[src/hw/rtl/idpr_pkg.sv]
// shared types and constants of the int8 dot product requantize block
package idpr_pkg;

	localparam int unsigned CfgIndexWidth = 2;
	localparam int unsigned CfgDataWidth  = 9;

	// configuration register indexes
	localparam logic [CfgIndexWidth-1:0] REG_LHS_ZP     = 2'd0;
	localparam logic [CfgIndexWidth-1:0] REG_OUT_OFFSET = 2'd1;
	localparam logic [CfgIndexWidth-1:0] REG_ACT_MIN    = 2'd2;
	localparam logic [CfgIndexWidth-1:0] REG_ACT_MAX    = 2'd3;

	localparam logic signed [8:0] LhsZpReset     = 9'sd0;
	localparam logic signed [7:0] OutOffsetReset = 8'sd0;
	localparam logic signed [7:0] ActMinReset    = -8'sd128;
	localparam logic signed [7:0] ActMaxReset    = 8'sd127;

	typedef enum logic [2:0] {
		ST_IDLE,
		ST_SHIFT,
		ST_MUL,
		ST_HIGH,
		ST_ROUND,
		ST_FINISH
	} idpr_state_t;

	typedef struct packed {
		logic mac;
		logic shift;
		logic mul;
		logic high;
		logic rnd;
		logic finish;
	} idpr_cmd_t;

	typedef struct packed {
		logic signed [8:0] lhs_zp;
		logic signed [7:0] out_offset;
		logic signed [7:0] act_min;
		logic signed [7:0] act_max;
	} idpr_cfg_t;

endpackage

[src/hw/rtl/idpr_if.sv]
// item and configuration channel interfaces

interface idpr_in_if;
	logic               valid;
	logic               ready;
	logic signed [7:0]  lhs_byte;
	logic signed [7:0]  rhs_byte;
	logic               first;
	logic               last;
	logic signed [31:0] start_value;
	logic signed [31:0] multiplier;
	logic signed [5:0]  shift;

	modport source (output valid, lhs_byte, rhs_byte, first, last, start_value, multiplier,
		shift, input ready);
	modport sink (input valid, lhs_byte, rhs_byte, first, last, start_value, multiplier,
		shift, output ready);
endinterface

interface idpr_out_if;
	logic              valid;
	logic              ready;
	logic signed [7:0] result;

	modport source (output valid, result, input ready);
	modport sink (input valid, result, output ready);
endinterface

interface idpr_cfg_if;
	logic                               valid;
	logic                               ready;
	logic [idpr_pkg::CfgIndexWidth-1:0] index;
	logic [idpr_pkg::CfgDataWidth-1:0]  data;

	modport source (output valid, index, data, input ready);
	modport sink (input valid, index, data, output ready);
endinterface

[src/hw/rtl/idpr_cfg_regs.sv]
// configuration registers of the block
module idpr_cfg_regs (
	input  logic                clk,
	input  logic                arst_n,
	idpr_cfg_if.sink            cfg,
	output idpr_pkg::idpr_cfg_t regs
);

	idpr_pkg::idpr_cfg_t regs_q;

	assign cfg.ready = 1'b1;
	assign regs      = regs_q;

	always_ff @(posedge clk or negedge arst_n) begin
		if (!arst_n) begin
			regs_q.lhs_zp     <= idpr_pkg::LhsZpReset;
			regs_q.out_offset <= idpr_pkg::OutOffsetReset;
			regs_q.act_min    <= idpr_pkg::ActMinReset;
			regs_q.act_max    <= idpr_pkg::ActMaxReset;
		end else if (cfg.valid) begin
			unique case (cfg.index)
				idpr_pkg::REG_LHS_ZP:     regs_q.lhs_zp     <= cfg.data;
				idpr_pkg::REG_OUT_OFFSET: regs_q.out_offset <= cfg.data[7:0];
				idpr_pkg::REG_ACT_MIN:    regs_q.act_min    <= cfg.data[7:0];
				idpr_pkg::REG_ACT_MAX:    regs_q.act_max    <= cfg.data[7:0];
				default: ;
			endcase
		end
	end

endmodule

[src/hw/rtl/idpr_ctrl.sv]
// controller state machine: item acceptance and requantize sequencing
module idpr_ctrl (
	input  logic                clk,
	input  logic                arst_n,
	input  logic                in_valid,
	input  logic                in_last,
	output logic                in_ready,
	output logic                out_valid,
	input  logic                out_ready,
	output idpr_pkg::idpr_cmd_t cmd
);

	idpr_pkg::idpr_state_t state_q, state_d;
	logic                  out_valid_q;
	logic                  out_free;

	assign out_free  = !out_valid_q || out_ready;
	assign out_valid = out_valid_q;

	always_comb begin
		state_d = state_q;
		unique case (state_q)
			idpr_pkg::ST_IDLE:   if (in_valid && in_last) state_d = idpr_pkg::ST_SHIFT;
			idpr_pkg::ST_SHIFT:  state_d = idpr_pkg::ST_MUL;
			idpr_pkg::ST_MUL:    state_d = idpr_pkg::ST_HIGH;
			idpr_pkg::ST_HIGH:   state_d = idpr_pkg::ST_ROUND;
			idpr_pkg::ST_ROUND:  state_d = idpr_pkg::ST_FINISH;
			idpr_pkg::ST_FINISH: if (out_free) state_d = idpr_pkg::ST_IDLE;
			default:             state_d = idpr_pkg::ST_IDLE;
		endcase
	end

	always_comb begin
		cmd      = '0;
		in_ready = 1'b0;
		unique case (state_q)
			idpr_pkg::ST_IDLE: begin
				in_ready = 1'b1;
				cmd.mac  = in_valid;
			end
			idpr_pkg::ST_SHIFT:  cmd.shift  = 1'b1;
			idpr_pkg::ST_MUL:    cmd.mul    = 1'b1;
			idpr_pkg::ST_HIGH:   cmd.high   = 1'b1;
			idpr_pkg::ST_ROUND:  cmd.rnd    = 1'b1;
			idpr_pkg::ST_FINISH: cmd.finish = out_free;
			default: ;
		endcase
	end

	always_ff @(posedge clk or negedge arst_n) begin
		if (!arst_n) begin
			state_q     <= idpr_pkg::ST_IDLE;
			out_valid_q <= 1'b0;
		end else begin
			state_q <= state_d;
			if (cmd.finish) begin
				out_valid_q <= 1'b1;
			end else if (out_ready) begin
				out_valid_q <= 1'b0;
			end
		end
	end

endmodule

[src/hw/rtl/idpr_datapath.sv]
// multiply-accumulate and requantize datapath
module idpr_datapath (
	input  logic                clk,
	input  logic                arst_n,
	input  idpr_pkg::idpr_cmd_t cmd,
	input  idpr_pkg::idpr_cfg_t regs,
	input  logic signed [7:0]   lhs_byte,
	input  logic signed [7:0]   rhs_byte,
	input  logic                first,
	input  logic signed [31:0]  start_value,
	input  logic signed [31:0]  multiplier,
	input  logic signed [5:0]   shift,
	output logic signed [7:0]   result
);

	logic signed [31:0] acc_q;
	logic signed [31:0] mult_q;
	logic signed [5:0]  shift_q;

	logic signed [9:0]  lhs_adj;
	logic signed [17:0] prod;
	logic signed [31:0] acc_base;

	assign lhs_adj  = 10'(lhs_byte) + 10'(regs.lhs_zp);
	assign prod     = 18'(lhs_adj) * 18'(rhs_byte);
	assign acc_base = first ? start_value : acc_q;

	always_ff @(posedge clk or negedge arst_n) begin
		if (!arst_n) begin
			acc_q   <= '0;
			mult_q  <= '0;
			shift_q <= '0;
		end else if (cmd.mac) begin
			acc_q <= acc_base + 32'(prod);
			if (first) begin
				mult_q  <= multiplier;
				shift_q <= shift;
			end
		end
	end

	// left shift before the multiply, or right shift amount after it
	logic signed [31:0] val_q;
	logic [4:0]         rs_q;
	logic signed [5:0]  neg_shift;

	assign neg_shift = -shift_q;

	always_ff @(posedge clk) begin
		if (cmd.shift) begin
			if (shift_q > 6'sd0) begin
				val_q <= acc_q << shift_q[4:0];
				rs_q  <= '0;
			end else begin
				val_q <= acc_q;
				rs_q  <= (shift_q[5] && shift_q[4:0] == 5'd0) ? 5'd31 : neg_shift[4:0];
			end
		end
	end

	logic signed [63:0] prod_q;
	logic               sat_q;

	always_ff @(posedge clk) begin
		if (cmd.mul) begin
			prod_q <= 64'(val_q) * 64'(mult_q);
			sat_q  <= (val_q == 32'sh8000_0000) && (mult_q == 32'sh8000_0000);
		end
	end

	// rounding doubling high half: floor((p + 2^30) / 2^31) for either sign
	logic signed [63:0] prod_rnd;
	logic signed [31:0] high_q;

	assign prod_rnd = prod_q + 64'sd1073741824;

	always_ff @(posedge clk) begin
		if (cmd.high) begin
			high_q <= sat_q ? 32'sh7fff_ffff : prod_rnd[62:31];
		end
	end

	logic [31:0]        mask;
	logic [31:0]        rem;
	logic [31:0]        thr;
	logic signed [31:0] floor_val;
	logic signed [31:0] rnd_q;

	assign mask      = (32'd1 << rs_q) - 32'd1;
	assign rem       = high_q & mask;
	assign thr       = (mask >> 1) + 32'(high_q[31]);
	assign floor_val = high_q >>> rs_q;

	always_ff @(posedge clk) begin
		if (cmd.rnd) begin
			rnd_q <= floor_val + 32'(rem > thr);
		end
	end

	logic signed [32:0] with_off;
	logic signed [32:0] lim_hi;
	logic signed [7:0]  result_q;

	assign with_off = 33'(rnd_q) + 33'(regs.out_offset);
	assign lim_hi   = (with_off > 33'(regs.act_max)) ? 33'(regs.act_max) : with_off;

	always_ff @(posedge clk) begin
		if (cmd.finish) begin
			result_q <= (lim_hi < 33'(regs.act_min)) ? regs.act_min : lim_hi[7:0];
		end
	end

	assign result = result_q;

endmodule

[src/hw/rtl/int8_dot_product_requantize_top.sv]
// top level of the int8 dot product with per-channel requantization
// latency: a last item's result becomes valid when the finish state has registered it
// throughput: items without last go in one per cycle while idle (one 10x8 mac each)
// an item with last stalls the input for the shift, 32x32 multiply, rounding high half,
// rounding shift, offset and clamp, longer while the previous result is not taken
// reset (arst_n, async): accumulator, held multiplier and shift cleared, limits -128/127
module int8_dot_product_requantize_top (
	input  logic        clk,
	input  logic        arst_n,
	idpr_in_if.sink     req,
	idpr_out_if.source  rsp,
	idpr_cfg_if.sink    cfg
);

	// configuration block, always ready
	idpr_pkg::idpr_cfg_t regs;

	idpr_cfg_regs u_cfg_regs (
		.clk    (clk),
		.arst_n (arst_n),
		.cfg    (cfg),
		.regs   (regs)
	);

	// controller: takes items in idle, steps the requantize sequence after last
	idpr_pkg::idpr_cmd_t cmd;

	idpr_ctrl u_ctrl (
		.clk       (clk),
		.arst_n    (arst_n),
		.in_valid  (req.valid),
		.in_last   (req.last),
		.in_ready  (req.ready),
		.out_valid (rsp.valid),
		.out_ready (rsp.ready),
		.cmd       (cmd)
	);

	// datapath: accumulator, held channel data and the requantize stages
	idpr_datapath u_datapath (
		.clk         (clk),
		.arst_n      (arst_n),
		.cmd         (cmd),
		.regs        (regs),
		.lhs_byte    (req.lhs_byte),
		.rhs_byte    (req.rhs_byte),
		.first       (req.first),
		.start_value (req.start_value),
		.multiplier  (req.multiplier),
		.shift       (req.shift),
		.result      (rsp.result)
	);

	// a last item starts the requantize sequence, so input stalls next cycle
	assert property (@(posedge clk) disable iff (!arst_n)
		req.valid && req.ready && req.last |=> !req.ready)
		else $error("input not stalled after last item");

	// an item without last never stalls the following one
	assert property (@(posedge clk) disable iff (!arst_n)
		req.valid && req.ready && !req.last |=> req.ready)
		else $error("input stalled after non-last item");

	// with ordered limits the result lies within them
	assert property (@(posedge clk) disable iff (!arst_n)
		rsp.valid && (regs.act_min <= regs.act_max) |->
		(rsp.result >= regs.act_min) && (rsp.result <= regs.act_max))
		else $error("result outside activation limits");

endmodule

[src/flat_wrapper.sv]
// flat-port wrapper written by rule: the top's interface ports become plain ports
module int8_dot_product_requantize_top_flat 
  (clk, arst_n, req_valid, req_lhs_byte, req_rhs_byte, req_first, req_last, req_start_value, req_multiplier, req_shift, req_ready, rsp_valid, rsp_result, rsp_ready, cfg_valid, cfg_index, cfg_data, cfg_ready);
  idpr_in_if req_i ();
  idpr_out_if rsp_i ();
  idpr_cfg_if cfg_i ();
  input  logic clk;
  input  logic arst_n;
  input wire logic [$bits(req_i.valid)-1:0] req_valid;
  input wire logic [$bits(req_i.lhs_byte)-1:0] req_lhs_byte;
  input wire logic [$bits(req_i.rhs_byte)-1:0] req_rhs_byte;
  input wire logic [$bits(req_i.first)-1:0] req_first;
  input wire logic [$bits(req_i.last)-1:0] req_last;
  input wire logic [$bits(req_i.start_value)-1:0] req_start_value;
  input wire logic [$bits(req_i.multiplier)-1:0] req_multiplier;
  input wire logic [$bits(req_i.shift)-1:0] req_shift;
  output wire logic [$bits(req_i.ready)-1:0] req_ready;
  output wire logic [$bits(rsp_i.valid)-1:0] rsp_valid;
  output wire logic [$bits(rsp_i.result)-1:0] rsp_result;
  input wire logic [$bits(rsp_i.ready)-1:0] rsp_ready;
  input wire logic [$bits(cfg_i.valid)-1:0] cfg_valid;
  input wire logic [$bits(cfg_i.index)-1:0] cfg_index;
  input wire logic [$bits(cfg_i.data)-1:0] cfg_data;
  output wire logic [$bits(cfg_i.ready)-1:0] cfg_ready;
  assign req_i.valid = req_valid;
  assign req_i.lhs_byte = req_lhs_byte;
  assign req_i.rhs_byte = req_rhs_byte;
  assign req_i.first = req_first;
  assign req_i.last = req_last;
  assign req_i.start_value = req_start_value;
  assign req_i.multiplier = req_multiplier;
  assign req_i.shift = req_shift;
  assign req_ready = req_i.ready;
  assign rsp_valid = rsp_i.valid;
  assign rsp_result = rsp_i.result;
  assign rsp_i.ready = rsp_ready;
  assign cfg_i.valid = cfg_valid;
  assign cfg_i.index = cfg_index;
  assign cfg_i.data = cfg_data;
  assign cfg_ready = cfg_i.ready;
  int8_dot_product_requantize_top u_core (.clk(clk), .arst_n(arst_n), .req(req_i), .rsp(rsp_i), .cfg(cfg_i));
endmodule
[config.mk]
export PLATFORM = sky130hd
export DESIGN_NAME = int8_dot_product_requantize_top_flat
export DESIGN_NICKNAME = d
export VERILOG_FILES = /design/src/hw/rtl/idpr_pkg.sv /design/src/hw/rtl/idpr_if.sv /design/src/hw/rtl/idpr_cfg_regs.sv /design/src/hw/rtl/idpr_ctrl.sv /design/src/hw/rtl/idpr_datapath.sv /design/src/hw/rtl/int8_dot_product_requantize_top.sv /design/src/flat_wrapper.sv
export SDC_FILE = /design/constraint.sdc
export NUM_CORES = 2
export LEC_CHECK = 0
export BUFFER_PORTS_ARGS = -buffer_cell sky130_fd_sc_hd__buf_2
export CAP_MARGIN = 20
export CORE_ASPECT_RATIO = 1.4
export CORE_UTILIZATION = 51
export CTS_BUF_LIST = sky130_fd_sc_hd__clkbuf_8
export DETAILED_ROUTE_END_ITERATION = 8
export GPL_TIMING_DRIVEN = 1
export PLACE_DENSITY = 0.69
export SETUP_SLACK_MARGIN = 0.02
export SYNTH_ARGS = -nofsm -noshare
export SYNTH_HDL_FRONTEND = slang
export SYNTH_SLANG_ARGS = --single-unit
export TNS_END_PERCENT = 100
[constraint.sdc]
create_clock -name clk -period 7.3 [get_ports clk]
set_input_delay 1.46 -clock clk [delete_from_list [all_inputs] [get_ports clk]]
set_output_delay 1.46 -clock clk [all_outputs]
set_load 0.03 [all_outputs]
==> reports/metrics.yaml <==
outcome:
  status: "finished with violations"
  violations: "negative setup slack"
critical_path:
  reg2regPathDepth: 29
  worstReg2RegEnd: "u_core.u_datapath.prod_q[62]"
  critPathCaptureType: "flip-flop"
  setup.worst_path.end: "u_core.u_datapath.prod_q[62]"
  arrival_ns: 8.17
  worstReg2RegStart: "u_core.u_datapath.val_q[17]"
  cp-start-kind: "flip-flop"
  path_common_cell: "fa_1"
  cp_max_fo: 5
  rrSetupSlack_ns: -0.50
  crit_required_ns: 7.67
  cp_slowest_cell: "fa_1"
  criticalPathCategory: "reg -> reg"
  crit_path_start: "u_core.u_datapath.val_q[17]"
  slowest_delay_ns: 0.59
grt:
  grt_use_total_pct: 30.61
  antenna_found_initial: 6
  grt_pass1_vias: 51120
  grt_max_degree: 68
  grt-ovfl-total: 0
  grt_pass1_wl_um: 281400
layout:
  final_cell_count_no_fill: 8567
  syn2layout_area_growth_pct: 16.86
  drive_gt1_share_pct: 19.73
  final_util_pct: 60.25
  fin_nets: 8740
sta:
  fmax_mhz: 128.2
  skew_ns: 0.02980
  period_needed_ns: 7.799
  rsz0062_at_grt: "true"
  slew_violations: 0
  setup_viol: 31
  post-route-period-util_pct: 106.8
  worstMarginPinSlew_ns: 1.048
  hold_viol_final: 0
  slew-limit-headroom_pct: 29.49
  layout_setup_ws_ns: -0.4991
synthesis:
  yosys_warnings: 0
  async_flop_share_pct: 42.80
  yosysUniqueCellTypes: 89
  synth.top_cell.area_share_pct: 40.47
  synth_area_leaders: "fa_1, inv_1, ha_1"
  synth_edf_count: 143
  synth_most_common_cell: "inv_1"
  synth_top_area_cell: "fa_1"
  avgSynthCellArea_um2: 9.309
  synth_ff_type: "edfxtp_1"
  syn_area_um2: 60150
  synthTopCellsByCount: "inv_1, fa_1, nand2_1"
  netlist_instances: 6461
  yosysSeqAreaShare_pct: 11.61
  ys_seq_elements: 250
place:
  port_buffers: 113
  dp_slack_ns: -0.9870
  gp_congestion: 0.9798
  post-place-cells: 8395
  dp_hpwl_um: 149300
flow_run:
  maxCapViolCount: 0
floorplanning:
  rows: 148
  ios: 115
  die-width_um: 292.2
  core_area_um2: 116700
  die_h_um: 408.3
  initial_core_util_pct: 51.56
  dieArea_um2: 119300
clocking:
  clock_latency_ns: 0.66
  cts_max_level: 2
  cts_tree: "built"
  cts_inserted_buffers: 46
  cts_hold_buf: 0
  cts_root_buf: "clkbuf_8"
  cts.sinks: 250
  clkTransAtPathRegs_ns: 0.07
  clockBufferDepth: 3
drt:
  vias: 47280
  drt_iter0_drc: 2825
  drtAntennaViolNets: 0
  wl_per_cell_um: 20.91
  drc: 0
  routed_wirelength_um: 179100
  via_per_inst: 5.519
  dr.pass1.iters: 6
min_path:
  hold_class: "reg -> reg"
flip-flops by register name (all words and copies together) (netlist names), 3 cells and up:
register and flops:
u_core.u_datapath.acc_q 32, u_core.u_datapath.rnd_q 32, u_core.u_ctrl.state_q 3, u_core.u_datapath.rs_q 5, u_core.u_datapath.result 8, u_core.u_datapath.prod_q 33
u_core.u_cfg_regs.regs 33, u_core.u_datapath.mult_q 32, u_core.u_datapath.shift_q 6, u_core.u_datapath.val_q 32, u_core.u_datapath.high_q 32
critical path: cells and delay by family (launching register included):
family / cells / cell delay, ns
simple gates: 5 / 0.54
buf+inv: 9 / 0.91
compound gates: 6 / 1.26
flops: 1 / 0.39
fa+ha+maj: 9 / 4.38
repair_timing:
| item | CTS | global route |
|---|---|---|
| gates resized for setup | 142 | 244 |
| endpoints found under the setup margin | 49 | 52 |
| pin swaps | 38 | 137 |
| setup buffers | 33 | 47 |
| cloned | 2 | 4 |
layout make-up:
class	instances	area, µm²
flip-flops and latches	250	7018
clock inverters	36	300.3
well taps	1500	1877
repair buffers	834	6947
multi-input cells	4563	48450
clock buffers	50	688.2
diodes	3	7.507
fillers	9903	46370
inverters	1331	5007
routing by layer:
layer | vias to the layer above | track usage [%] | part of all wire, %
li1 | 21070 | - | -
met1 | 24050 | 36.25 | 37
met2 | 1630 | 53.69 | 50
met3 | 522 | 4.061 | 5.7
met4 | 6 | 16.68 | 6.6
met5 | - | 0 | 0.023
placed cells by master (no fill, tap or decap), types with 107 or more instances in the layout:
cell / n
a21oi_1: 125
ha_1: 358
fa_1: 1174
nor2_1: 150
and2_1: 283
buf_4: 611
inv_1: 1306
edfxtp_1: 143
buf_2: 112
xnor2_1: 107
o21ai_0: 140
nand2_1: 1039
cell families after synthesis:
logic type	share of synthesized area, %
adder cells (fa/ha/maj)	48.67
other	0.01249
XOR/XNOR	2.534
buffers and inverters	10.42
multiplexers	5.146
AO/OA/AOI/OAI	7.079
flip-flops	11.61
AND/OR/NAND/NOR	14.53
metrics by stage:
step | TNS, ns | hold WS, ns | instance area, µm²
2_1_floorplan | -2.036 | 0.4794 | 60590
6_report | -8.816 | 0.5118 | 70290
5_1_grt | -16.89 | 0.5322 | 70290
4_1_cts | -8.404 | 0.5108 | 68830
3_5_place_dp | -30.50 | 0.4957 | 66940
3_3_place_gp | -25.64 | 0.4896 | 66940
worst min path at each step:
| stage | startpoint | end | slack, ns | cells after the start |
|---|---|---|---|---|
| 6_report | u_core.u_cfg_regs.regs[7] | u_core.u_cfg_regs.regs[7] | 0.51 | 1 |
| 5_1_grt | u_core.u_cfg_regs.regs[7] | u_core.u_cfg_regs.regs[7] | 0.53 | 1 |
| 4_1_cts | u_core.u_cfg_regs.regs[7] | u_core.u_cfg_regs.regs[7] | 0.51 | 1 |
| 3_5_place_dp | u_core.u_cfg_regs.regs[7] | u_core.u_cfg_regs.regs[7] | 0.50 | 1 |
| 3_3_place_gp | u_core.u_cfg_regs.regs[7] | u_core.u_cfg_regs.regs[7] | 0.49 | 1 |
| 2_1_floorplan | u_core.u_cfg_regs.regs[7] | u_core.u_cfg_regs.regs[7] | 0.48 | 1 |
Power is not shown: default switching activity piles up to over one toggle a cycle in this logic, so the estimate is an artifact.
